--- config.mk ---
export PLATFORM = sky130hd
export DESIGN_NAME = dhd_front
export DESIGN_NICKNAME = d
export VERILOG_FILES = /design/src/rtl/core/dhd_pkg.sv /design/src/rtl/core/dhd_front.sv
export SDC_FILE = /design/constraint.sdc
export NUM_CORES = 1
export LEC_CHECK = 0
export ABC_AREA = 0
export BUFFER_PORTS_ARGS = -buffer_cell sky130_fd_sc_hd__buf_4
export CAP_MARGIN = 20
export CORE_MARGIN = 2
export CORE_UTILIZATION = 42
export DETAILED_ROUTE_END_ITERATION = 16
export PLACE_DENSITY = 0.7
export SLEW_MARGIN = 5
export SYNTH_ARGS = -nofsm -noshare
export SYNTH_HDL_FRONTEND = slang
export SYNTH_SLANG_ARGS = --single-unit
export TNS_END_PERCENT = 10
--- constraint.sdc ---
create_clock -name clk -period 5.4 [get_ports clk]
set_input_delay 0.54 -clock clk [delete_from_list [all_inputs] [get_ports clk]]
set_output_delay 0.54 -clock clk [all_outputs]
set_load 0.02 [all_outputs]
--- src/rtl/core/dhd_pkg.sv ---
`timescale 1ns / 1ps
package dhd_pkg;

    localparam int MAX_CLASSES_DEF     = 80;
    localparam int COORD_FRAC_BITS_DEF = 4;

    localparam int COORD_W     = 16;
    localparam int SCORE_W     = 16;
    localparam int CLASS_W     = 8;
    localparam int PAD_W       = 12;
    localparam int ORIG_W      = 12;
    localparam int INV_SCALE_W = 24;
    localparam int CFG_DATA_W  = 24;
    localparam int CFG_IDX_W   = 3;

    localparam int JOB_FIFO_DEPTH = 2;

    localparam logic [SCORE_W-1:0]     CONF_THRESHOLD_RST = 16'd16384;
    localparam logic [PAD_W-1:0]       PAD_X_RST          = 12'd0;
    localparam logic [PAD_W-1:0]       PAD_Y_RST          = 12'd0;
    localparam logic [INV_SCALE_W-1:0] INV_SCALE_RST      = 24'd65536;
    localparam logic [ORIG_W-1:0]      ORIG_WIDTH_RST     = 12'd640;
    localparam logic [ORIG_W-1:0]      ORIG_HEIGHT_RST    = 12'd640;

    typedef enum logic [CFG_IDX_W-1:0] {
        REG_CONF_THRESHOLD = 3'd0,
        REG_PAD_X          = 3'd1,
        REG_PAD_Y          = 3'd2,
        REG_INV_SCALE      = 3'd3,
        REG_ORIG_WIDTH     = 3'd4,
        REG_ORIG_HEIGHT    = 3'd5
    } cfg_index_t;

    typedef enum logic {
        REQ_BOX   = 1'b0,
        REQ_SCORE = 1'b1
    } req_type_t;

    typedef struct packed {
        logic                 req_type;
        logic [COORD_W-1:0]   center_x;
        logic [COORD_W-1:0]   center_y;
        logic [COORD_W-1:0]   box_width;
        logic [COORD_W-1:0]   box_height;
        logic [SCORE_W-1:0]   class_score;
        logic                 last_score;
    } req_word_t;

    typedef struct packed {
        logic [COORD_W-1:0]   x_left;
        logic [COORD_W-1:0]   y_top;
        logic [COORD_W-1:0]   x_right;
        logic [COORD_W-1:0]   y_bottom;
        logic [SCORE_W-1:0]   confidence;
        logic [CLASS_W-1:0]   class_id;
    } det_word_t;

    typedef struct packed {
        logic [SCORE_W-1:0]     conf_threshold;
        logic [PAD_W-1:0]       pad_x;
        logic [PAD_W-1:0]       pad_y;
        logic [INV_SCALE_W-1:0] inv_scale;
        logic [ORIG_W-1:0]      orig_width;
        logic [ORIG_W-1:0]      orig_height;
    } cfg_t;

    // one detection waiting for corner math
    typedef struct packed {
        logic [COORD_W-1:0]   cx;
        logic [COORD_W-1:0]   cy;
        logic [COORD_W-1:0]   w;
        logic [COORD_W-1:0]   h;
        logic [SCORE_W-1:0]   score;
        logic [CLASS_W-1:0]   class_id;
    } job_t;

endpackage

--- src/rtl/core/dhd_front.sv ---
`timescale 1ns / 1ps
module dhd_front
    import dhd_pkg::*;
#(
    parameter int MAX_CLASSES = MAX_CLASSES_DEF
)
(
    input  logic                clk,
    input  logic                rst_n,
    input  logic                accept,
    input  req_word_t           word,
    input  logic [SCORE_W-1:0]  conf_threshold,
    output logic                push,
    output job_t                job
);

    logic [COORD_W-1:0] cx_reg, cy_reg, w_reg, h_reg;
    logic [SCORE_W-1:0] best_score_reg, best_score_next;
    logic [CLASS_W-1:0] best_class_reg, best_class_next;
    logic [CLASS_W-1:0] class_cnt_reg, class_cnt_next;
    logic               cnt_ok;
    logic               take;

    always_comb
    begin
        cnt_ok = class_cnt_reg < CLASS_W'(MAX_CLASSES);
        // first score always wins, later ones only when strictly greater
        take = cnt_ok && ((class_cnt_reg == '0) || (word.class_score > best_score_reg));
        best_score_next = take ? word.class_score : best_score_reg;
        best_class_next = take ? class_cnt_reg : best_class_reg;
        class_cnt_next  = cnt_ok ? class_cnt_reg + 1'b1 : class_cnt_reg;

        push = accept && (word.req_type == REQ_SCORE) && word.last_score
               && (best_score_next >= conf_threshold);

        job.cx       = cx_reg;
        job.cy       = cy_reg;
        job.w        = w_reg;
        job.h        = h_reg;
        job.score    = best_score_next;
        job.class_id = best_class_next;
    end

    always_ff @(posedge clk or negedge rst_n)
    begin
        if (!rst_n)
        begin
            cx_reg         <= '0;
            cy_reg         <= '0;
            w_reg          <= '0;
            h_reg          <= '0;
            best_score_reg <= '0;
            best_class_reg <= '0;
            class_cnt_reg  <= '0;
        end
        else if (accept)
        begin
            if (word.req_type == REQ_BOX)
            begin
                cx_reg         <= word.center_x;
                cy_reg         <= word.center_y;
                w_reg          <= word.box_width;
                h_reg          <= word.box_height;
                best_score_reg <= '0;
                best_class_reg <= '0;
                class_cnt_reg  <= '0;
            end
            else if (word.last_score)
            begin
                best_score_reg <= '0;
                best_class_reg <= '0;
                class_cnt_reg  <= '0;
            end
            else
            begin
                best_score_reg <= best_score_next;
                best_class_reg <= best_class_next;
                class_cnt_reg  <= class_cnt_next;
            end
        end
    end

endmodule

### Word level (Yosys, flattened, before mapping)

Cells that the tools add are included.
Widths: inputs -> output; s select.

* $add $sub $neg: 1
* $lt $le $gt $ge: 3
* eq/ne operators: 1
* multiplexer cells: 9
* bitwise operators: 1
* reductions and logical operators: 8

Operators with widths (number)
* $mux 16: 3
* $mux 8: 6
* $ge 16x16->1: 1
* $gt 16x16->1: 1
* $add 8x1->8 const B: 1
* $logic_not 8->1: 1
* $lt 8x7->1 const B: 1
* $logic_and 1x1->1: 4
* $reduce_and 2->1: 2
* $ne 3x2->1 const B: 1
* $logic_or 1x1->1: 1
* $not 1->1: 1

* flip-flop bits (word level): 96
* input port bits: 101
* word-level logic and storage cells: 30

### Longest topological paths before layout

* depth after elaboration: 6
* gate-level depth with buffers: 17
* gate-level depth less buffers: 15

### Worst setup path before layout

OpenSTA, ideal clock, no wires.

* path type: input -> output
* start point: input port word[16] (netlist name)
* end point: output port push
* data arrival time: 4.112 ns
* data required time: 4.860 ns
* path slack: 0.748 ns
* stages: 15
* path buffers: 2
* cell sequence: ha_1 nand4_4 nor2_2 or3_1 or4_1 buf_6 nand2_8 buf_12 mux2i_1 ha_1 a21o_1 a21o_1 a2111oi_0 o41ai_1 a21o_1

RTL lines
* from (decl): RTL line dhd_front.sv:11 `input req_word_t word,`
* to (decl): RTL line dhd_front.sv:13 `output logic push,`

### Worst setup path in the final report

* start point: register best_score_reg[15]
* end point: output port push

* cells in the longest elaborated chain, start to end: 6

RTL lines
* from (decl): RTL line dhd_front.sv:18 `logic [SCORE_W-1:0] best_score_reg, best_score_next;`
* from (signal assigned): RTL line dhd_front.sv:76 `best_score_reg <= best_score_next;`
* $gt 16x16->1: RTL line dhd_front.sv:28 `take = cnt_ok && ((class_cnt_reg == '0) || (word.class_score > best_score_reg));`
* $logic_or 1x1->1: RTL line dhd_front.sv:28
* $logic_and 1x1->1: RTL line dhd_front.sv:28
* $mux 16 (*): RTL line dhd_front.sv:29 `best_score_next = take ? word.class_score : best_score_reg;`
* $ge 16x16->1 (*): RTL line dhd_front.sv:34 `&& (best_score_next >= conf_threshold);`
* $logic_and 1x1->1 (*): RTL line dhd_front.sv:34

Every way passes the cells marked *; elsewhere a longest branch is shown, timed or not.

==> out/qor.txt <==
Clock tree buffer depth - 2
Hold-fix buffers, CTS - 0
Unrepaired setup endpoints after global routing - no
Setup TNS - 0 ns
Worst clock skew - 0.00234 ns
Normalized max-slew margin - 0.244
Final hold vios - 0
WS Path Type - register to output port
Placed Area - 6470 um^2
Clock Tree Root - clkbuf_16
Worst-path maximum fanout - 25
Crit path required time - 4.86 ns
Iteration-0 DRC Markers - 165
Multi-input logic area - 2210 um^2
FILL cells - 952
Hold crit path type - primary input to asynchronous set/reset pin
Least-Margin Pin Slew - 1.13 ns
Total wire length - 12,400 um
Seq/Total Area, Yosys - 0.485
Ports - 190
Ys Warns - 0
Fraction of registers with async set/reset - 1.00
Sink Count - 96
Internal power - 1410 uW
DR DRC count - 0
Synth Instances - 414
Per-cell routed wire length - 16.5 um
Status - finished clean
FP Rows - 39
Sw Share - 0.298
Initial cell density of the core - 0.432
Worst R2R Start - best_score_reg[15]
Post-Syn Area per Cell - 12.0 um^2
Final instance area - 6760 um^2
DP HPWL - 9650 um
Crit share post-route - 0.931
CTS tree - done
Vias in the first global route - 4,290
Syn_nets - 549
Via/cell ratio - 5.13
Number of antenna violations at the first check in global routing - 0
Die X - 113 um
CP arrival - 4.49 ns
Startpoint class of the critical path - register
Final Max Tran Viols - 0
FF+latch area - 2400 um^2
First drt pass iteration count - 4
Layout cell share with drive strength beyond 1 - 0.465
Fin crit period - 5.03 ns
P_leak - 0.00327 uW
Syn Std Cell Area - 4950 um^2
Distinct cell type count after synthesis - 46
Reg-to-reg endpoint - best_score_reg[15]
Final setup violation count - 0
Die Y - 113 um
Reg power frac - 0.416
Critical Path Sink Type - output port
Largest net degree at the start of global routing - 66
Commonest non-fill, non-tap cell in the layout - buf_4
Worst skew pair latency - 0.33 ns
R2R cell count - 7
Clock transition at path regs - 0.07 ns
Core region area - 11,500 um^2
Htree depth - 3
Number of setup buffers added after CTS - 0
Final net count - 737
PostCTS Resize Cnt - 0
Area contributors post-synth - dfrtp_1 (48%), mux2_2 (15%), ha_1 (8.6%)
Commonest non-fill, non-tap cells in the layout - buf_4 (193), dfrtp_1 (96), mux2_2 (65), inv_1 (60), ha_1 (34)
Die area - 12,700 um^2
Max Cap Violations - 0
Cell taking the most area after synthesis - dfrtp_1
Worst vdd ir - 0.178 mV
CTS Buf Count - 9
Post-synth EDFFs - 0
Combinational share of power - 0.268
Via count - 3,846
First-pass GRT wire length - 20,400 um
Ys flop type - dfrtp_1
Synthesized flop and latch total - 96
GRT Total Usage - 0.202
Sw Pwr - 600 uW
Antenna cells - 0
Final ANT Viol Nets - 0
Global placement routability congestion - 0.888
Global route overflow - 0
R2r setup slk - 2.35 ns
Number of port buffers - 189
Pwr per Cell Area - 298 nW/um^2
Clock network fraction of total power - 0.316
Post-synth top area share - 0.485
Fmax - 199 MHz
Layout area overhead - 36.5%
==> worst max-delay path, cell delays in order (launching register included) <==
cell and delay [ns]:
dfrtp_1 0.37, inv_1 0.09, ha_1 0.29, nand4_4 0.15, nor2_2 0.05, or3_1 0.37, or4_1 0.67, nand2_8 0.30
mux2i_1 0.31, ha_1 0.30, a21o_1 0.18, a21o_1 0.17, a2111oi_0 0.37, o41ai_1 0.20, a21o_1 0.19, buf_4 0.15
==> layer usage <==
| layer | track usage | routed length [um] |
|---|---|---|
| met1 | 0.245 | 4890 |
| met2 | 0.339 | 6160 |
| met3 | 0.0783 | 1250 |
| met4 | 0.0520 | 85 |
| met5 | 0 | 0 |
==> Yosys cell counts, drive strengths merged (2+ instances only) <==
cell      n
a2111oi   2
a21o      8
a21oi    10
and2      3
buf       7
clkbuf    9
dfrtp    96
ha       34
inv      60
mux2     65
mux2i    22
nand2    10
nand2b    3
nand3     8
nand4     7
nor2     16
nor3      4
nor4      4
o21ai     4
o31ai     2
o32ai    20
xnor2     3
==> power by group through the flow <==
stage / Sequential (uW) / Combinational [uW] / Clock [uW]
5_1_grt: 849 / 584 / 687
3_3_place_gp: 847 / 534 / 0
4_1_cts: 840 / 546 / 654
3_5_place_dp: 852 / 545 / 0
2_1_floorplan: 936 / 205 / 0
6_report: 839 / 540 / 636
==> cell families (layout without fill, tap and decap cells) <==
| logic type | after synthesis | count (layout) | share of synthesized area |
|---|---|---|---|
| multiplexers | 87 | 87 | 0.192 |
| AND/OR/NAND/NOR | 60 | 60 | 0.0705 |
| XOR/XNOR | 3 | 3 | 0.00531 |
| adder cells (fa/ha/maj) | 34 | 34 | 0.0859 |
| flip-flops | 96 | 96 | 0.485 |
| buffers and inverters | 76 | 269 | 0.0702 |
| AO/OA/AOI/OAI | 58 | 58 | 0.0909 |
==> final cells by class <==
class | instances | area share
Timing Repair Buffer | 193 | 0.214
Clock buffer | 9 | 0.0333
Sequential cell | 96 | 0.355
Inverter | 60 | 0.0333
Tap cell | 143 | 0.0265
Multi-Input combinational cell | 242 | 0.327
Clock inverter | 7 | 0.0104
==> worst max-delay path by stage <==
| stage | startpoint | to | slack [ns] |
|---|---|---|---|
| final | best_score_reg[15] | push | 0.37 |
| after CTS | best_score_reg[15] | push | 0.32 |
| after global routing | best_score_reg[15] | push | 0.12 |
| after floorplan | word[16] | push | 0.75 |
| after detailed placement | word[16] | push | 0.42 |
| after global placement | word[16] | push | 0.55 |
==> per-stage QoR <==
stage | worst slack (ns) | total power (uW) | hold WS [ns] | util | std cells
6_report | 0.371 | 2010 | 0.136 | 0.590 | 750
5_1_grt | 0.120 | 2120 | 0.163 | 0.590 | 750
4_1_cts | 0.322 | 2040 | 0.151 | 0.590 | 750
3_5_place_dp | 0.415 | 1400 | 0.497 | 0.564 | 734
3_3_place_gp | 0.548 | 1380 | 0.490 | 0.564 | 734
2_1_floorplan | 0.748 | 1140 | 0.244 | - | 414
(Power assumes the default switching activity.)
