==> config.mk <==
export PLATFORM = sky130hd
export DESIGN_NAME = dhd_back
export DESIGN_NICKNAME = d
export VERILOG_FILES = /design/src/rtl/core/dhd_pkg.sv /design/src/rtl/core/dhd_back.sv
export SDC_FILE = /design/constraint.sdc
export NUM_CORES = 2
export LEC_CHECK = 0
export BUFFER_PORTS_ARGS = -buffer_cell sky130_fd_sc_hd__buf_2
export CAP_MARGIN = 20
export CORE_MARGIN = 4
export CORE_UTILIZATION = 35
export CTS_CLUSTER_SIZE = 10
export DETAILED_ROUTE_END_ITERATION = 12
export HOLD_SLACK_MARGIN = 0.03
export PLACE_DENSITY = 0.57
export SLEW_MARGIN = 20
export SYNTH_ARGS = -nofsm -noshare
export SYNTH_HDL_FRONTEND = slang
export SYNTH_SLANG_ARGS = --single-unit
==> constraint.sdc <==
create_clock -name clk -period 6.9 [get_ports clk]
set_input_delay 1.38 -clock clk [delete_from_list [all_inputs] [get_ports clk]]
set_output_delay 1.38 -clock clk [all_outputs]
set_load 0.005 [all_outputs]
==> src/rtl/core/dhd_pkg.sv <==
`timescale 1ns / 1ps
package dhd_pkg;

    localparam int MAX_CLASSES_DEF     = 80;
    localparam int COORD_FRAC_BITS_DEF = 4;

    localparam int COORD_W     = 16;
    localparam int SCORE_W     = 16;
    localparam int CLASS_W     = 8;
    localparam int PAD_W       = 12;
    localparam int ORIG_W      = 12;
    localparam int INV_SCALE_W = 24;
    localparam int CFG_DATA_W  = 24;
    localparam int CFG_IDX_W   = 3;

    localparam int JOB_FIFO_DEPTH = 2;

    localparam logic [SCORE_W-1:0]     CONF_THRESHOLD_RST = 16'd16384;
    localparam logic [PAD_W-1:0]       PAD_X_RST          = 12'd0;
    localparam logic [PAD_W-1:0]       PAD_Y_RST          = 12'd0;
    localparam logic [INV_SCALE_W-1:0] INV_SCALE_RST      = 24'd65536;
    localparam logic [ORIG_W-1:0]      ORIG_WIDTH_RST     = 12'd640;
    localparam logic [ORIG_W-1:0]      ORIG_HEIGHT_RST    = 12'd640;

    typedef enum logic [CFG_IDX_W-1:0] {
        REG_CONF_THRESHOLD = 3'd0,
        REG_PAD_X          = 3'd1,
        REG_PAD_Y          = 3'd2,
        REG_INV_SCALE      = 3'd3,
        REG_ORIG_WIDTH     = 3'd4,
        REG_ORIG_HEIGHT    = 3'd5
    } cfg_index_t;

    typedef enum logic {
        REQ_BOX   = 1'b0,
        REQ_SCORE = 1'b1
    } req_type_t;

    typedef struct packed {
        logic                 req_type;
        logic [COORD_W-1:0]   center_x;
        logic [COORD_W-1:0]   center_y;
        logic [COORD_W-1:0]   box_width;
        logic [COORD_W-1:0]   box_height;
        logic [SCORE_W-1:0]   class_score;
        logic                 last_score;
    } req_word_t;

    typedef struct packed {
        logic [COORD_W-1:0]   x_left;
        logic [COORD_W-1:0]   y_top;
        logic [COORD_W-1:0]   x_right;
        logic [COORD_W-1:0]   y_bottom;
        logic [SCORE_W-1:0]   confidence;
        logic [CLASS_W-1:0]   class_id;
    } det_word_t;

    typedef struct packed {
        logic [SCORE_W-1:0]     conf_threshold;
        logic [PAD_W-1:0]       pad_x;
        logic [PAD_W-1:0]       pad_y;
        logic [INV_SCALE_W-1:0] inv_scale;
        logic [ORIG_W-1:0]      orig_width;
        logic [ORIG_W-1:0]      orig_height;
    } cfg_t;

    // one detection waiting for corner math
    typedef struct packed {
        logic [COORD_W-1:0]   cx;
        logic [COORD_W-1:0]   cy;
        logic [COORD_W-1:0]   w;
        logic [COORD_W-1:0]   h;
        logic [SCORE_W-1:0]   score;
        logic [CLASS_W-1:0]   class_id;
    } job_t;

endpackage

==> src/rtl/core/dhd_back.sv <==
`timescale 1ns / 1ps
module dhd_back
    import dhd_pkg::*;
#(
    parameter int COORD_FRAC_BITS = COORD_FRAC_BITS_DEF
)
(
    input  logic        clk,
    input  logic        rst_n,
    input  logic        job_valid,
    input  job_t        job,
    input  cfg_t        cfg,
    output logic        pop,
    output logic        det_valid,
    input  logic        det_stall,
    output det_word_t   det_word
);

    localparam int F  = COORD_FRAC_BITS;
    // signed corner value: 2c +/- size - pad << (F+1), with headroom
    localparam int VW = ((18 > PAD_W + F + 1) ? 18 : PAD_W + F + 1) + 2;
    localparam int MW = VW - 1;
    localparam int PW = MW + INV_SCALE_W;
    localparam int RW = PW - 16;

    function automatic logic [MW-1:0] corner_mag(
        input logic [COORD_W-1:0] c,
        input logic [COORD_W-1:0] size,
        input logic [PAD_W-1:0]   pad,
        input logic               plus
    );
        logic [VW-1:0] v;
        v = (VW'(c) << 1) - (VW'(pad) << (F + 1));
        v = plus ? v + VW'(size) : v - VW'(size);
        corner_mag = (v[VW-1] || (v == '0)) ? '0 : v[MW-1:0];
    endfunction

    // round half up to F fraction bits, then clamp to image and to 16 bits
    function automatic logic [COORD_W-1:0] finish(
        input logic [PW-1:0]     prod,
        input logic [ORIG_W-1:0] orig
    );
        logic [PW:0]   sum;
        logic [RW-1:0] r;
        logic [RW-1:0] lim;
        sum = {1'b0, prod} + (PW + 1)'(17'h10000);
        r   = sum[PW:17];
        lim = RW'(orig) << F;
        if (r > lim)
        begin
            r = lim;
        end
        finish = (r > RW'(16'hFFFF)) ? 16'hFFFF : r[COORD_W-1:0];
    endfunction

    logic              en1, en2, en3;

    logic [MW-1:0]      mag_reg [4];
    logic [MW-1:0]      mag_next [4];
    logic [SCORE_W-1:0] s1_score_reg;
    logic [CLASS_W-1:0] s1_class_reg;
    logic               s1_valid_reg;

    logic [PW-1:0]      prod_reg [4];
    logic [PW-1:0]      prod_next [4];
    logic [SCORE_W-1:0] s2_score_reg;
    logic [CLASS_W-1:0] s2_class_reg;
    logic               s2_valid_reg;

    det_word_t          det_word_reg, det_word_next;
    logic               det_valid_reg;

    always_comb
    begin
        en3 = !det_valid_reg || !det_stall;
        en2 = !s2_valid_reg || en3;
        en1 = !s1_valid_reg || en2;
        pop = job_valid && en1;

        mag_next[0] = corner_mag(job.cx, job.w, cfg.pad_x, 1'b0);
        mag_next[1] = corner_mag(job.cy, job.h, cfg.pad_y, 1'b0);
        mag_next[2] = corner_mag(job.cx, job.w, cfg.pad_x, 1'b1);
        mag_next[3] = corner_mag(job.cy, job.h, cfg.pad_y, 1'b1);

        for (int i = 0; i < 4; i++)
        begin
            prod_next[i] = PW'(mag_reg[i]) * PW'(cfg.inv_scale);
        end

        det_word_next.x_left     = finish(prod_reg[0], cfg.orig_width);
        det_word_next.y_top      = finish(prod_reg[1], cfg.orig_height);
        det_word_next.x_right    = finish(prod_reg[2], cfg.orig_width);
        det_word_next.y_bottom   = finish(prod_reg[3], cfg.orig_height);
        det_word_next.confidence = s2_score_reg;
        det_word_next.class_id   = s2_class_reg;

        det_valid = det_valid_reg;
        det_word  = det_word_reg;
    end

    always_ff @(posedge clk)
    begin
        if (en1 && pop)
        begin
            mag_reg      <= mag_next;
            s1_score_reg <= job.score;
            s1_class_reg <= job.class_id;
        end
        if (en2 && s1_valid_reg)
        begin
            prod_reg     <= prod_next;
            s2_score_reg <= s1_score_reg;
            s2_class_reg <= s1_class_reg;
        end
        if (en3 && s2_valid_reg)
        begin
            det_word_reg <= det_word_next;
        end
    end

    always_ff @(posedge clk or negedge rst_n)
    begin
        if (!rst_n)
        begin
            s1_valid_reg  <= 1'b0;
            s2_valid_reg  <= 1'b0;
            det_valid_reg <= 1'b0;
        end
        else
        begin
            if (en1)
            begin
                s1_valid_reg <= pop;
            end
            if (en2)
            begin
                s2_valid_reg <= s1_valid_reg;
            end
            if (en3)
            begin
                det_valid_reg <= s2_valid_reg;
            end
        end
    end

endmodule

; After elaboration in Yosys (flattened, before gate mapping)
; Index checks and enable logic that the tools add are counted.
[word_totals]
regBits = 387
inputBits = 180
[op_classes]
addsub = 10
mul = 4
magnitude_cmp = 8
n_mux = 4
n_reduce_logical = 19
[ops]
columns = cell, n
row1 = 43-bit by 17-bit adder with 44-bit output (second input constant), 4
row2 = 19-bit by 24-bit multiplier with 43-bit output, 4
row3 = 27-bit by 16-bit greater-than comparator with 1-bit output, 4
row4 = 27-bit by 16-bit greater-than comparator with 1-bit output (second input constant), 4
row5 = 27-bit two-way mux, 4
row6 = 20-bit logical NOT, 4
row7 = 18-bit by 17-bit adder with 19-bit output, 2
row8 = 18-bit by 17-bit subtractor with 19-bit output, 2
row9 = 17-bit by 17-bit subtractor with 18-bit output, 2
row10 = 1-bit logical OR, 7
row11 = 1-bit logical AND, 4
row12 = 1-bit logical NOT, 4

; Logic depth before layout (Yosys ltp)
[logic_depth]
ltp_word = 6
mapped_depth = 25
depth_no_buf = 23

; Least setup slack after synthesis
; OpenSTA, ideal clock, no wires.
[synth_timing]
path_kind = input-to-reg
start = input port det_stall
end = register det_word_reg (netlist bit det_word[0]), enable pin
setup_ps = 669
t_arrival_ps = 7736
required_time_ps = 6231
path_slack_ps = -1505
stages = 1
path_buffers = 0
path_cell_list = a21boi_0
[synth_between]
elab_chain_len = 3
[synth_lines]
columns = element, line_no
row1 = from (decl), dhd_back.sv:15  ; input logic det_stall,
row2 = 1-bit logical NOT, dhd_back.sv:75  ; en3 = !det_valid_reg || !det_stall;
row3 = 1-bit logical OR, dhd_back.sv:75
row4 = 1-bit logical AND, dhd_back.sv:115  ; if (en3 && s2_valid_reg)
row5 = to (signal assigned), dhd_back.sv:117  ; det_word_reg <= det_word_next;
row6 = to (decl), dhd_back.sv:70  ; det_word_t det_word_reg, det_word_next;
; Every way passes these cells.
; A chain may end at the register's enable or synchronous reset.

==> results.md <==
* Setup slack, reg-to-reg at 0.11 ns
* Fin nets at 11130
* Routed WL at 213000 um
* Root buf cell: clkbuf_16
* Hold Crit Class: flip-flop to flip-flop
* Post-synth ARST share at 0.00929
* Post-Place Cells at 11545
* Register area share after synthesis at 0.128
* Post-Syn Area per Cell at 9.24 sq um
* Non-filler cells, final at 11694
* Post-synthesis mux area share at 0.00812
* Post-Synthesis Cells at 8203
* Via count at 56359
* Drt drc at 0
* Cell mode on critical path: fa_1
* PortBufs at 253
* Placed inst area at 84800 sq um
* Largest net degree at the start of global routing at 80
* Core Box Area at 215000 sq um
* Worst path slowest cell: fa_1
* Final ANT Viol Nets at 0
* Die ar. at 224000 sq um
* Hold Crit Depth at 0
* Drt first pass iters at 5
* Yosys cell types at 100
* Worst setup path class: input port to flip-flop
* R2R Path End: prod_reg[80]
* Slew @ Worst Pin at 0.901 ns
* Hold Vio Cnt, Final at 0
* Final instance area at 88400 sq um
* Pre-CTS setup slack at -1.29 ns
* Worst r2r path cells at 21
* Initial antenna violation count at 22
* Post-synth top flop: edfxtp_1
* Crit path largest cell delay at 0.53 ns
* Post-synth design cell area at 75800 sq um
* Multi-input logic area at 58600 sq um
* Final setup margin at -0.0301 ns
* WL/cell at 18.2 um
* Overall Global Routing Usage at 0.191
* CTS H-tree depth at 2
* FF/Latch Area at 9680 sq um
* Req. time, crit path at 7.30 ns
* Initial core utilization at 0.352
* Area Growth Syn to Fin at 16.6%
* CP max FO at 6
* Clock slew at reported path FFs at 0.08 ns
* Setup-failing EPs final at 7
* TritonCTS Buffers at 43
* Clock sink count at 323
* Critical path buffers and inverters at 8
* Clock buffer depth at 3
* EDFF count, synth at 320
* Placer Congestion at 0.869
* Clock skew at 0.0514 ns
* Failing checks: setup timing
* Main combinational cell family by area after synthesis: adder cells
* Critical path launch point type: input port
* Yosys warning total at 0
* Max cap viols at 0
* Worst-skew pair later-pin latency at 0.70 ns
* Fillers at 20944
* Adder-cell share of the synthesized area at 0.499
* RSZ-0062 raised after global routing: true
* Commonest non-fill, non-tap cell in the layout: inv_1
* Xor/xnor share of the synthesized area at 0.0259
* IO Count at 270
* Max-slew violations at 0
* Via density at 4.82
* Congestion Overflow GR at 0
* Hold Path Sink: s2_score_reg[9]
* Critical path arrival at 7.33 ns
* Post-layout util at 0.411
* Fmax at 144 MHz
* Vias in the first global route at 61417
* Die Width at 473 um
* 1st-iter DRT viols at 3248
* Layout cells sized above 1 at 0.153
* Largest cells by area after synthesis: fa_1 (39%), edfxtp_1 (13%), ha_1 (10%)
* RR Startpoint: mag_reg[23]
* Leading area contributor after synthesis: fa_1
* Rel. slew slack at 0.396
* Post-DP HPWL at 175000 um
* CTS tree: done
* Crit path capture type: flip-flop
* Worst Hold Launch: s1_score_reg[9]
* Register bit total from synthesis at 323
* Status: finished with violations
* Tcrit/Tclk final at 1.00
* Area fraction in compound gates after synthesis at 0.0499
* Rows at 170
* Period minus WS final at 6.93 ns
* Die Y at 473 um
* Critical path's top delay family: adder cells
* Simple-gate area share of the yosys netlist at 0.172
* Max reg flops at 108
* First-pass GRT wire length at 342000 um
* Most frequent cells in the layout: inv_1 (1942), fa_1 (1449), nand2_1 (1022)
* Top cell type's share of synthesized area at 0.395
## per-stage QoR
stage               TNS, ns  hold WS (ns)
floorplan             -2.40         0.400
global placement     -84.43         0.401
detailed placement   -88.88         0.405
CTS                  -0.261         0.402
global route          -3.50         0.417
finish               -0.113         0.401
## cells by family after synthesis
| kind of cell | after synthesis |
|---|---|
| buf+inv | 2345 |
| simple gates | 2559 |
| flops | 323 |
| mux | 55 |
| fa+ha+maj | 2128 |
| other cells | 1 |
| xor+xnor | 224 |
| compound gates | 568 |
## worst max-delay path by stage
stage	startpoint	to	slack, ns	cells past startpoint
6_report	cfg[35]	prod_reg[80]	-0.03	25
5_1_grt	cfg[30]	prod_reg[76]	-0.21	24
4_1_cts	cfg[34]	prod_reg[76]	-0.04	24
3_5_place_dp	cfg[31]	prod_reg[122]	-1.29	22
3_3_place_gp	cfg[31]	prod_reg[122]	-1.19	22
2_1_floorplan	cfg[31]	prod_reg[122]	-0.18	22
## worst register-to-register path, stage by stage (launching register included)
cell,delay [ns]
edfxtp_1,0.69
buf_4,0.35
and2_1,0.18
fa_1,0.54
inv_1,0.06
fa_1,0.54
inv_1,0.06
fa_1,0.49
inv_1,0.05
fa_1,0.57
fa_1,0.44
fa_1,0.52
inv_1,0.05
ha_1,0.31
a21o_1,0.23
a2111oi_4,0.33
nor2b_1,0.10
o21ai_2,0.17
nand3_4,0.15
o31ai_4,0.36
o211ai_1,0.16
o311a_1,0.13
## synth_stat cells (all sizes together) (7+ instances only)
master and count:
or3 13, and3 43, o2111ai 7, and2 920, a211oi 25, a2111oi 7
mux2 49, xnor2 148, a21oi 170, edfxtp 320, nor3 72, o211ai 12
a31oi 17, a211o 11, a21o 51, nor2b 37, nand2b 26, nand3b 7
inv 1966, nor2 194, nand3 70, nor4 24, nor3b 12, and4 18
clkbuf 361, a21boi 10, or2 18, a221oi 7, buf 17, xor2 76
o22ai 7, o21ai 102, o21a 38, o31ai 15, nand4 53, o21bai 34
fa 1494, ha 634, nand2 1028
## final cells by class
type | instances | share of cell area
antenna | 10 | 0.000283
tap | 2838 | 0.0402
inverter | 1967 | 0.0835
multi-input combinational | 5539 | 0.663
timing repair buffer | 948 | 0.0882
sequential | 323 | 0.110
clock buffer | 50 | 0.0125
clock inverter | 19 | 0.00252
## timing repair
action,CTS,global route
hold endpoints to repair,0,0
endpoints found under the setup margin,76,76
setup buffers,28,38
pin swaps,55,205
hold buffers,0,0
gates cloned,4,6
resized for setup,79,270
## routing by layer
metal,vias to the layer above,wire [um],track usage
met3,238,11400,0.0245
met1,28893,95200,0.266
met4,16,6010,0.0422
met5,-,110,0
li1,25890,-,-
met2,1322,101000,0.320
Power is left out: the tool's default activity adds up to more than one toggle a clock period on the data nets, which glitch-free logic cannot reach.
