--- src/rtl/core/dhd_pkg.sv ---
`timescale 1ns / 1ps
package dhd_pkg;

    localparam int MAX_CLASSES_DEF     = 80;
    localparam int COORD_FRAC_BITS_DEF = 4;

    localparam int COORD_W     = 16;
    localparam int SCORE_W     = 16;
    localparam int CLASS_W     = 8;
    localparam int PAD_W       = 12;
    localparam int ORIG_W      = 12;
    localparam int INV_SCALE_W = 24;
    localparam int CFG_DATA_W  = 24;
    localparam int CFG_IDX_W   = 3;

    localparam int JOB_FIFO_DEPTH = 2;

    localparam logic [SCORE_W-1:0]     CONF_THRESHOLD_RST = 16'd16384;
    localparam logic [PAD_W-1:0]       PAD_X_RST          = 12'd0;
    localparam logic [PAD_W-1:0]       PAD_Y_RST          = 12'd0;
    localparam logic [INV_SCALE_W-1:0] INV_SCALE_RST      = 24'd65536;
    localparam logic [ORIG_W-1:0]      ORIG_WIDTH_RST     = 12'd640;
    localparam logic [ORIG_W-1:0]      ORIG_HEIGHT_RST    = 12'd640;

    typedef enum logic [CFG_IDX_W-1:0] {
        REG_CONF_THRESHOLD = 3'd0,
        REG_PAD_X          = 3'd1,
        REG_PAD_Y          = 3'd2,
        REG_INV_SCALE      = 3'd3,
        REG_ORIG_WIDTH     = 3'd4,
        REG_ORIG_HEIGHT    = 3'd5
    } cfg_index_t;

    typedef enum logic {
        REQ_BOX   = 1'b0,
        REQ_SCORE = 1'b1
    } req_type_t;

    typedef struct packed {
        logic                 req_type;
        logic [COORD_W-1:0]   center_x;
        logic [COORD_W-1:0]   center_y;
        logic [COORD_W-1:0]   box_width;
        logic [COORD_W-1:0]   box_height;
        logic [SCORE_W-1:0]   class_score;
        logic                 last_score;
    } req_word_t;

    typedef struct packed {
        logic [COORD_W-1:0]   x_left;
        logic [COORD_W-1:0]   y_top;
        logic [COORD_W-1:0]   x_right;
        logic [COORD_W-1:0]   y_bottom;
        logic [SCORE_W-1:0]   confidence;
        logic [CLASS_W-1:0]   class_id;
    } det_word_t;

    typedef struct packed {
        logic [SCORE_W-1:0]     conf_threshold;
        logic [PAD_W-1:0]       pad_x;
        logic [PAD_W-1:0]       pad_y;
        logic [INV_SCALE_W-1:0] inv_scale;
        logic [ORIG_W-1:0]      orig_width;
        logic [ORIG_W-1:0]      orig_height;
    } cfg_t;

    // one detection waiting for corner math
    typedef struct packed {
        logic [COORD_W-1:0]   cx;
        logic [COORD_W-1:0]   cy;
        logic [COORD_W-1:0]   w;
        logic [COORD_W-1:0]   h;
        logic [SCORE_W-1:0]   score;
        logic [CLASS_W-1:0]   class_id;
    } job_t;

endpackage

--- src/rtl/core/dhd_fifo.sv ---
`timescale 1ns / 1ps
module dhd_fifo
    import dhd_pkg::*;
(
    input  logic    clk,
    input  logic    rst_n,
    input  logic    push,
    input  job_t    push_data,
    input  logic    pop,
    output job_t    pop_data,
    output logic    empty,
    output logic    full
);

    localparam int PTR_W = (JOB_FIFO_DEPTH > 1) ? $clog2(JOB_FIFO_DEPTH) : 1;
    localparam int CNT_W = $clog2(JOB_FIFO_DEPTH + 1);

    job_t               job_mem [JOB_FIFO_DEPTH];
    logic [PTR_W-1:0]   wr_ptr_reg, wr_ptr_next;
    logic [PTR_W-1:0]   rd_ptr_reg, rd_ptr_next;
    logic [CNT_W-1:0]   count_reg, count_next;

    always_comb
    begin
        empty    = (count_reg == '0);
        full     = (count_reg == CNT_W'(JOB_FIFO_DEPTH));
        pop_data = job_mem[rd_ptr_reg];

        wr_ptr_next = wr_ptr_reg;
        rd_ptr_next = rd_ptr_reg;
        count_next  = count_reg;
        if (push)
        begin
            wr_ptr_next = (wr_ptr_reg == PTR_W'(JOB_FIFO_DEPTH - 1)) ? '0 : wr_ptr_reg + 1'b1;
        end
        if (pop)
        begin
            rd_ptr_next = (rd_ptr_reg == PTR_W'(JOB_FIFO_DEPTH - 1)) ? '0 : rd_ptr_reg + 1'b1;
        end
        if (push && !pop)
        begin
            count_next = count_reg + 1'b1;
        end
        else if (pop && !push)
        begin
            count_next = count_reg - 1'b1;
        end
    end

    always_ff @(posedge clk)
    begin
        if (push)
        begin
            job_mem[wr_ptr_reg] <= push_data;
        end
    end

    always_ff @(posedge clk or negedge rst_n)
    begin
        if (!rst_n)
        begin
            wr_ptr_reg <= '0;
            rd_ptr_reg <= '0;
            count_reg  <= '0;
        end
        else
        begin
            wr_ptr_reg <= wr_ptr_next;
            rd_ptr_reg <= rd_ptr_next;
            count_reg  <= count_next;
        end
    end

endmodule

--- config.mk ---
export PLATFORM = sky130hd
export DESIGN_NAME = dhd_fifo
export DESIGN_NICKNAME = d
export VERILOG_FILES = /design/src/rtl/core/dhd_pkg.sv /design/src/rtl/core/dhd_fifo.sv
export SDC_FILE = /design/constraint.sdc
export NUM_CORES = 1
export LEC_CHECK = 0
export ABC_AREA = 1
export ABC_CLOCK_PERIOD_IN_PS = 4350
export BUFFER_PORTS_ARGS = -buffer_cell sky130_fd_sc_hd__clkbuf_2
export CAP_MARGIN = 10
export CORE_UTILIZATION = 39
export CTS_CLUSTER_DIAMETER = 120
export DETAILED_ROUTE_END_ITERATION = 6
export PLACE_DENSITY_LB_ADDON = 0.3
export SYNTH_ARGS = -nofsm -noshare
export SYNTH_HDL_FRONTEND = slang
export SYNTH_SLANG_ARGS = --single-unit
--- constraint.sdc ---
create_clock -name clk -period 4.35 [get_ports clk]
set_input_delay 0.435 -clock clk [delete_from_list [all_inputs] [get_ports clk]]
set_output_delay 0.435 -clock clk [all_outputs]
set_load 0.005 [all_outputs]
# Word-level counts from Yosys, hierarchy flattened
# Memory sizes are Yosys's and may differ from the RTL's.
# Index checks and enable logic that the tools add are counted.
# totals
romBits,0
register_bits,4
input_bits,92
mem_bits_rw,176
output_inout_bits,90
elab_cells,21
latch_bits,0
n_memories,1
# classes
magnitude_cmp,0
n_bitwise,0
n_div,0
mul,0
eq_ne,1
n_shift,0
reduce_logical,6
addsub,4
n_mux,6
# mem_list
name,depth,word_bits,rd,rd_ports_with_merged_regs,wr,line,text
job_mem,2,88,1,0,1,dhd_fifo.sv:18,job_t job_mem [JOB_FIFO_DEPTH];
# ops
operator,count
$mux W1,4
$mux W2,2
$add A1 B1 Y1 const B,2
$add A2 B1 Y2 const B,1
$eq A2 B2 Y1 const B,1
$logic_and A1 B1 Y1,2
$logic_not A1 Y1,2
$logic_not A2 Y1,1
$reduce_bool A2 Y1,1
$sub A2 B1 Y2 const B,1

# Depth between registers and ports, before layout
# depth
word_depth,4
ltp_mapped,7
depth_no_buf,7

# Least setup slack after synthesis
# No wires, ideal clock.
# synth_timing
path_kind,input to register
from,in push
to,"mem job_mem[0][0] in the netlist's numbering, enable pin"
required_ps,3813
slack_ps,-348
setup_time_ps,537
stages,2
arrival_ps,4160
n_path_buf,0
cell_sequence,inv_1 -> nor2_1
# synth_via
elab_chain_len,2
# synth_lines
element,line,text
"start, declared",dhd_fifo.sv:7,"input logic push,"
$mux W1,dhd_fifo.sv:52,if (push)
$mux W1 (implied by the code),dhd_fifo.sv:54,job_mem[wr_ptr_reg] <= push_data;
"end, declared",dhd_fifo.sv:18,
# No other way between the ends.

==> report_table.html <==
<table>
<tr><th>Metric</th><th>Value</th></tr>
<tr><th colspan="2">Outcome</th></tr>
<tr><td>Result of the run</td><td>finished clean</td></tr>
<tr><th colspan="2">Global route</th></tr>
<tr><td>Number of global-route vias before repair</td><td>3,620</td></tr>
<tr><td>GRT Total Usage</td><td>14.2%</td></tr>
<tr><td>First-pass GRT wire length</td><td>~19,000 um</td></tr>
<tr><td>Pin count of the biggest net entering global routing</td><td>71</td></tr>
<tr><td>Number of antenna violations at the first check in global routing</td><td>0</td></tr>
<tr><td>Total gr overflow</td><td>0</td></tr>
<tr><th colspan="2">STA</th></tr>
<tr><td>Actual transition at the worst max-transition pin</td><td>0.922 ns</td></tr>
<tr><td>Slew Limit Headroom</td><td>38.5%</td></tr>
<tr><td>Sum of negative setup slack</td><td>0 ns</td></tr>
<tr><td>RSZ-0062 raised after global routing</td><td>no</td></tr>
<tr><td>Number of hold violations in the final report</td><td>0</td></tr>
<tr><td>Highest clock frequency the design can meet</td><td>388 MHz</td></tr>
<tr><td>Final worst clock skew</td><td>around 0.010 ns</td></tr>
<tr><td>Total setup violations reported at the end of the flow</td><td>0</td></tr>
<tr><td>Minimum period implied by the final worst setup slack</td><td>2.58 ns</td></tr>
<tr><td>Final clock period utilization by the worst path</td><td>59.3%</td></tr>
<tr><td>Max-slew violation total from the final report</td><td>0</td></tr>
<tr><th colspan="2">Critical path</th></tr>
<tr><td>Critical-path top delay cell</td><td>dfrtp_4</td></tr>
<tr><td>Arrival time at the worst endpoint</td><td>around 2.1 ns</td></tr>
<tr><td>Worst path bufs/invs</td><td>2</td></tr>
<tr><td>Worst-path cell chain</td><td>buf_4, mux2_2, clkbuf_2</td></tr>
<tr><td>CP delay by family, top</td><td>flip-flops</td></tr>
<tr><td>Worst-path fanout max</td><td>34</td></tr>
<tr><td>Crit. End Element</td><td>output port</td></tr>
<tr><td>Type of element launching the critical path</td><td>flop</td></tr>
<tr><td>Crit Path Class</td><td>reg -&gt; out</td></tr>
<tr><td>Largest incremental delay on the critical path</td><td>0.68 ns</td></tr>
<tr><td>Worst EP required</td><td>between 3 and 4 ns</td></tr>
<tr><th colspan="2">Drt</th></tr>
<tr><td>DRC violations left</td><td>0</td></tr>
<tr><td>Drt wl/cell</td><td>16.0 um</td></tr>
<tr><td>Number of DRC markers in iteration 0</td><td>200</td></tr>
<tr><td>Via/cell ratio</td><td>between 4 and 5</td></tr>
<tr><td>Drt first pass iters</td><td>4</td></tr>
<tr><td>Via count of the routed design</td><td>3,351</td></tr>
<tr><td>Total wire length after detailed routing</td><td>11,600 um</td></tr>
<tr><td>Post-detailed-route count of antenna-violating nets</td><td>0</td></tr>
<tr><th colspan="2">Yosys</th></tr>
<tr><td>Gate Count Post-Synth</td><td>299</td></tr>
<tr><td>Predominant post-synthesis flop cell</td><td>edfxtp_1</td></tr>
<tr><td>Mapped cell area</td><td>0.00659 mm2</td></tr>
<tr><td>Async set-reset flop share out of synthesis</td><td>2.22%</td></tr>
<tr><td>Top cells by instance count after synthesis</td><td>edfxtp_1, mux2_2, mux2_4, buf_2, inv_1</td></tr>
<tr><td>Sequential fraction of the synthesis area</td><td>81.7%</td></tr>
<tr><td>Mean area per synthesized cell</td><td>22.0 um2</td></tr>
<tr><td>Synthesis-stage register bit count</td><td>180</td></tr>
<tr><td>Largest cells by area after synthesis</td><td>edfxtp_1, mux2_2, mux2_4, dfrtp_1, buf_2</td></tr>
<tr><td>Net count after synthesis</td><td>392</td></tr>
<tr><td>Cell variety after synth</td><td>14</td></tr>
<tr><td>Number of synthesized flops with an enable pin</td><td>between 150 and 200</td></tr>
<tr><td>Library cell with the largest summed area after synthesis</td><td>edfxtp_1</td></tr>
<tr><td>Ys Warns</td><td>0</td></tr>
<tr><td>Area share of the largest cell type after synthesis</td><td>80.2%</td></tr>
<tr><td>Leading cell type by number of instances after synthesis</td><td>edfxtp_1</td></tr>
<tr><th colspan="2">Die</th></tr>
<tr><td>I/O pins</td><td>182</td></tr>
<tr><td>Die span in x</td><td>132 um</td></tr>
<tr><td>Area of the placeable core</td><td>about 0.017 mm2</td></tr>
<tr><td>Die height</td><td>132 um</td></tr>
<tr><td>Effective utilization at floorplan</td><td>39.9%</td></tr>
<tr><td>Die area</td><td>0.0174 mm2</td></tr>
<tr><td>Row count</td><td>47</td></tr>
<tr><th colspan="2">Place</th></tr>
<tr><td>Buffers added on ports</td><td>181</td></tr>
<tr><td>Final HPWL DP</td><td>7660 um</td></tr>
<tr><td>Routability-driven placement congestion ratio</td><td>0.695</td></tr>
<tr><th colspan="2">Final layout</th></tr>
<tr><td>Antenna cell count</td><td>0</td></tr>
<tr><td># nets final</td><td>588</td></tr>
<tr><td>Share of layout cells above drive strength 1</td><td>about three fifths</td></tr>
<tr><td>Area growth, synth to finish</td><td>27.9%</td></tr>
<tr><td>Count of filler cells inserted in the layout</td><td>between 1,000 and 1,500</td></tr>
<tr><td>Storage element area</td><td>0.00539 mm2</td></tr>
<tr><td>Area taken by multi-input logic gates</td><td>0.00112 mm2</td></tr>
<tr><td>Max FFs per register</td><td>176</td></tr>
<tr><th colspan="2">Power and ir drop</th></tr>
<tr><td>Cell leakage power</td><td>3.26 nW</td></tr>
<tr><td>Cell Pwr Density</td><td>643 mW/mm2</td></tr>
<tr><td>Peak supply drop</td><td>0.322 mV</td></tr>
<tr><td>PnR Total Power</td><td>0.00542 W</td></tr>
<tr><th colspan="2">CTS</th></tr>
<tr><td>Setup repair bufs after CTS</td><td>0</td></tr>
<tr><td>Largest buffer count on any clock path</td><td>2</td></tr>
<tr><td>Clock root buffer master</td><td>clkbuf_16</td></tr>
<tr><td># H-tree levels</td><td>4</td></tr>
<tr><td>Number of clock sinks</td><td>180</td></tr>
<tr><td>Clock-pin slew on the worst setup and hold paths</td><td>0.07 ns</td></tr>
<tr><td>Cts bufs inserted</td><td>17</td></tr>
<tr><td>Clock insertion delay at the later pin of the skew report</td><td>0.42 ns</td></tr>
<tr><td>Clock tree from TritonCTS</td><td>built</td></tr>
<tr><th colspan="2">Flow run</th></tr>
<tr><td>Max-Cap Viols</td><td>0</td></tr>
<tr><th colspan="2">Hold path</th></tr>
<tr><td>Hold/Removal Path Class</td><td>in -&gt; reg</td></tr>
</table>
## per-stage QoR
step	area, um2	instances	hold slack [ns]	util (%)	setup slack, ns
after floorplan	6590	299	0.139	-	1.18
after global placement	7760	695	0.247	47.0	2.14
after detailed placement	7760	695	0.254	47.0	2.09
after CTS	8420	728	0.182	51.0	1.69
after global routing	8420	728	0.179	51.0	1.61
final	8420	728	0.204	51.0	1.77
## layout make-up
| type | count | area share (%) |
|---|---|---|
| flip-flops and latches | 180 | 64.0 |
| clock inverters | 15 | 2.67 |
| well taps | 220 | 3.27 |
| inverters | 7 | 0.327 |
| clock buffers | 17 | 5.05 |
| multi-input cells | 102 | 13.2 |
| repair buffers | 187 | 11.5 |
## report_power, final
part | internal [W] | switching, W | leakage (nW)
Sequential | 0.00230 | 0.000131 | 1.70
Combinational | 0.000687 | 0.000632 | 1.25
Clock | 0.00103 | 0.000638 | 0.314
Total | 0.00402 | 0.00140 | 3.26
## repair_timing
item | in CTS | in global routing
endpoints found under the hold margin | 4 | 0
gates resized for setup | 0 | 0
endpoints found under the setup margin | 0 | 0
hold buffers | 1 | 0
## final timing paths
check | start | endpoint | slack (ns) | cells after the start
min in group asynchronous | rst_n | wr_ptr_reg$_DFFE_PN0P_ | 0.36 | 2
max reg2reg | wr_ptr_reg$_DFFE_PN0P_ | job_mem[1][62]$_DFFE_PP_ | 2.31 | 3
min | push_data[22] | job_mem[0][22]$_DFFE_PP_ | 0.20 | 1
max | rd_ptr_reg$_DFFE_PN0P_ | pop_data[23] | 1.77 | 3
max in group asynchronous | rst_n | rd_ptr_reg$_DFFE_PN0P_ | 3.84 | 2
min reg2reg | count_reg[1]$_DFFE_PN0P_ | count_reg[1]$_DFFE_PN0P_ | 0.54 | 2
## layout by cell type (no fill, tap or decap), types with 2 or more instances in the layout
cell type | netlist | routed
bufinv_16 | 0 | 5
clkinvlp_4 | 0 | 2
nand2_1 | 5 | 5
dfrtp_1 | 4 | 3
edfxtp_1 | 176 | 176
mux2_4 | 10 | 10
xor2_1 | 2 | 2
clkbuf_2 | 0 | 181
inv_1 | 7 | 6
mux2_2 | 78 | 78
clkbuf_16 | 0 | 17
inv_6 | 0 | 3
nor2_1 | 3 | 2
buf_4 | 0 | 4
clkinv_2 | 0 | 3
## cell families (layout without fill, tap and decap cells)
family / after synthesis / in the layout / synth area share [%]
flip-flops: 180 / 180 / 81.7
AND/OR/NAND/NOR: 10 / 10 / 0.627
XOR/XNOR: 3 / 3 / 0.399
adder cells (fa/ha/maj): 1 / 1 / 0.190
multiplexers: 88 / 88 / 15.6
buffers and inverters: 17 / 226 / 1.44
## routing by layer
layer	GRT usage [%]	part of all wire (%)	vias up
li1	-	-	1574
met1	17.1	42	1649
met2	23.5	50	117
met3	4.81	6.5	11
met4	5.81	1.2	0
met5	0	0	-
(Power assumes the default switching activity.)
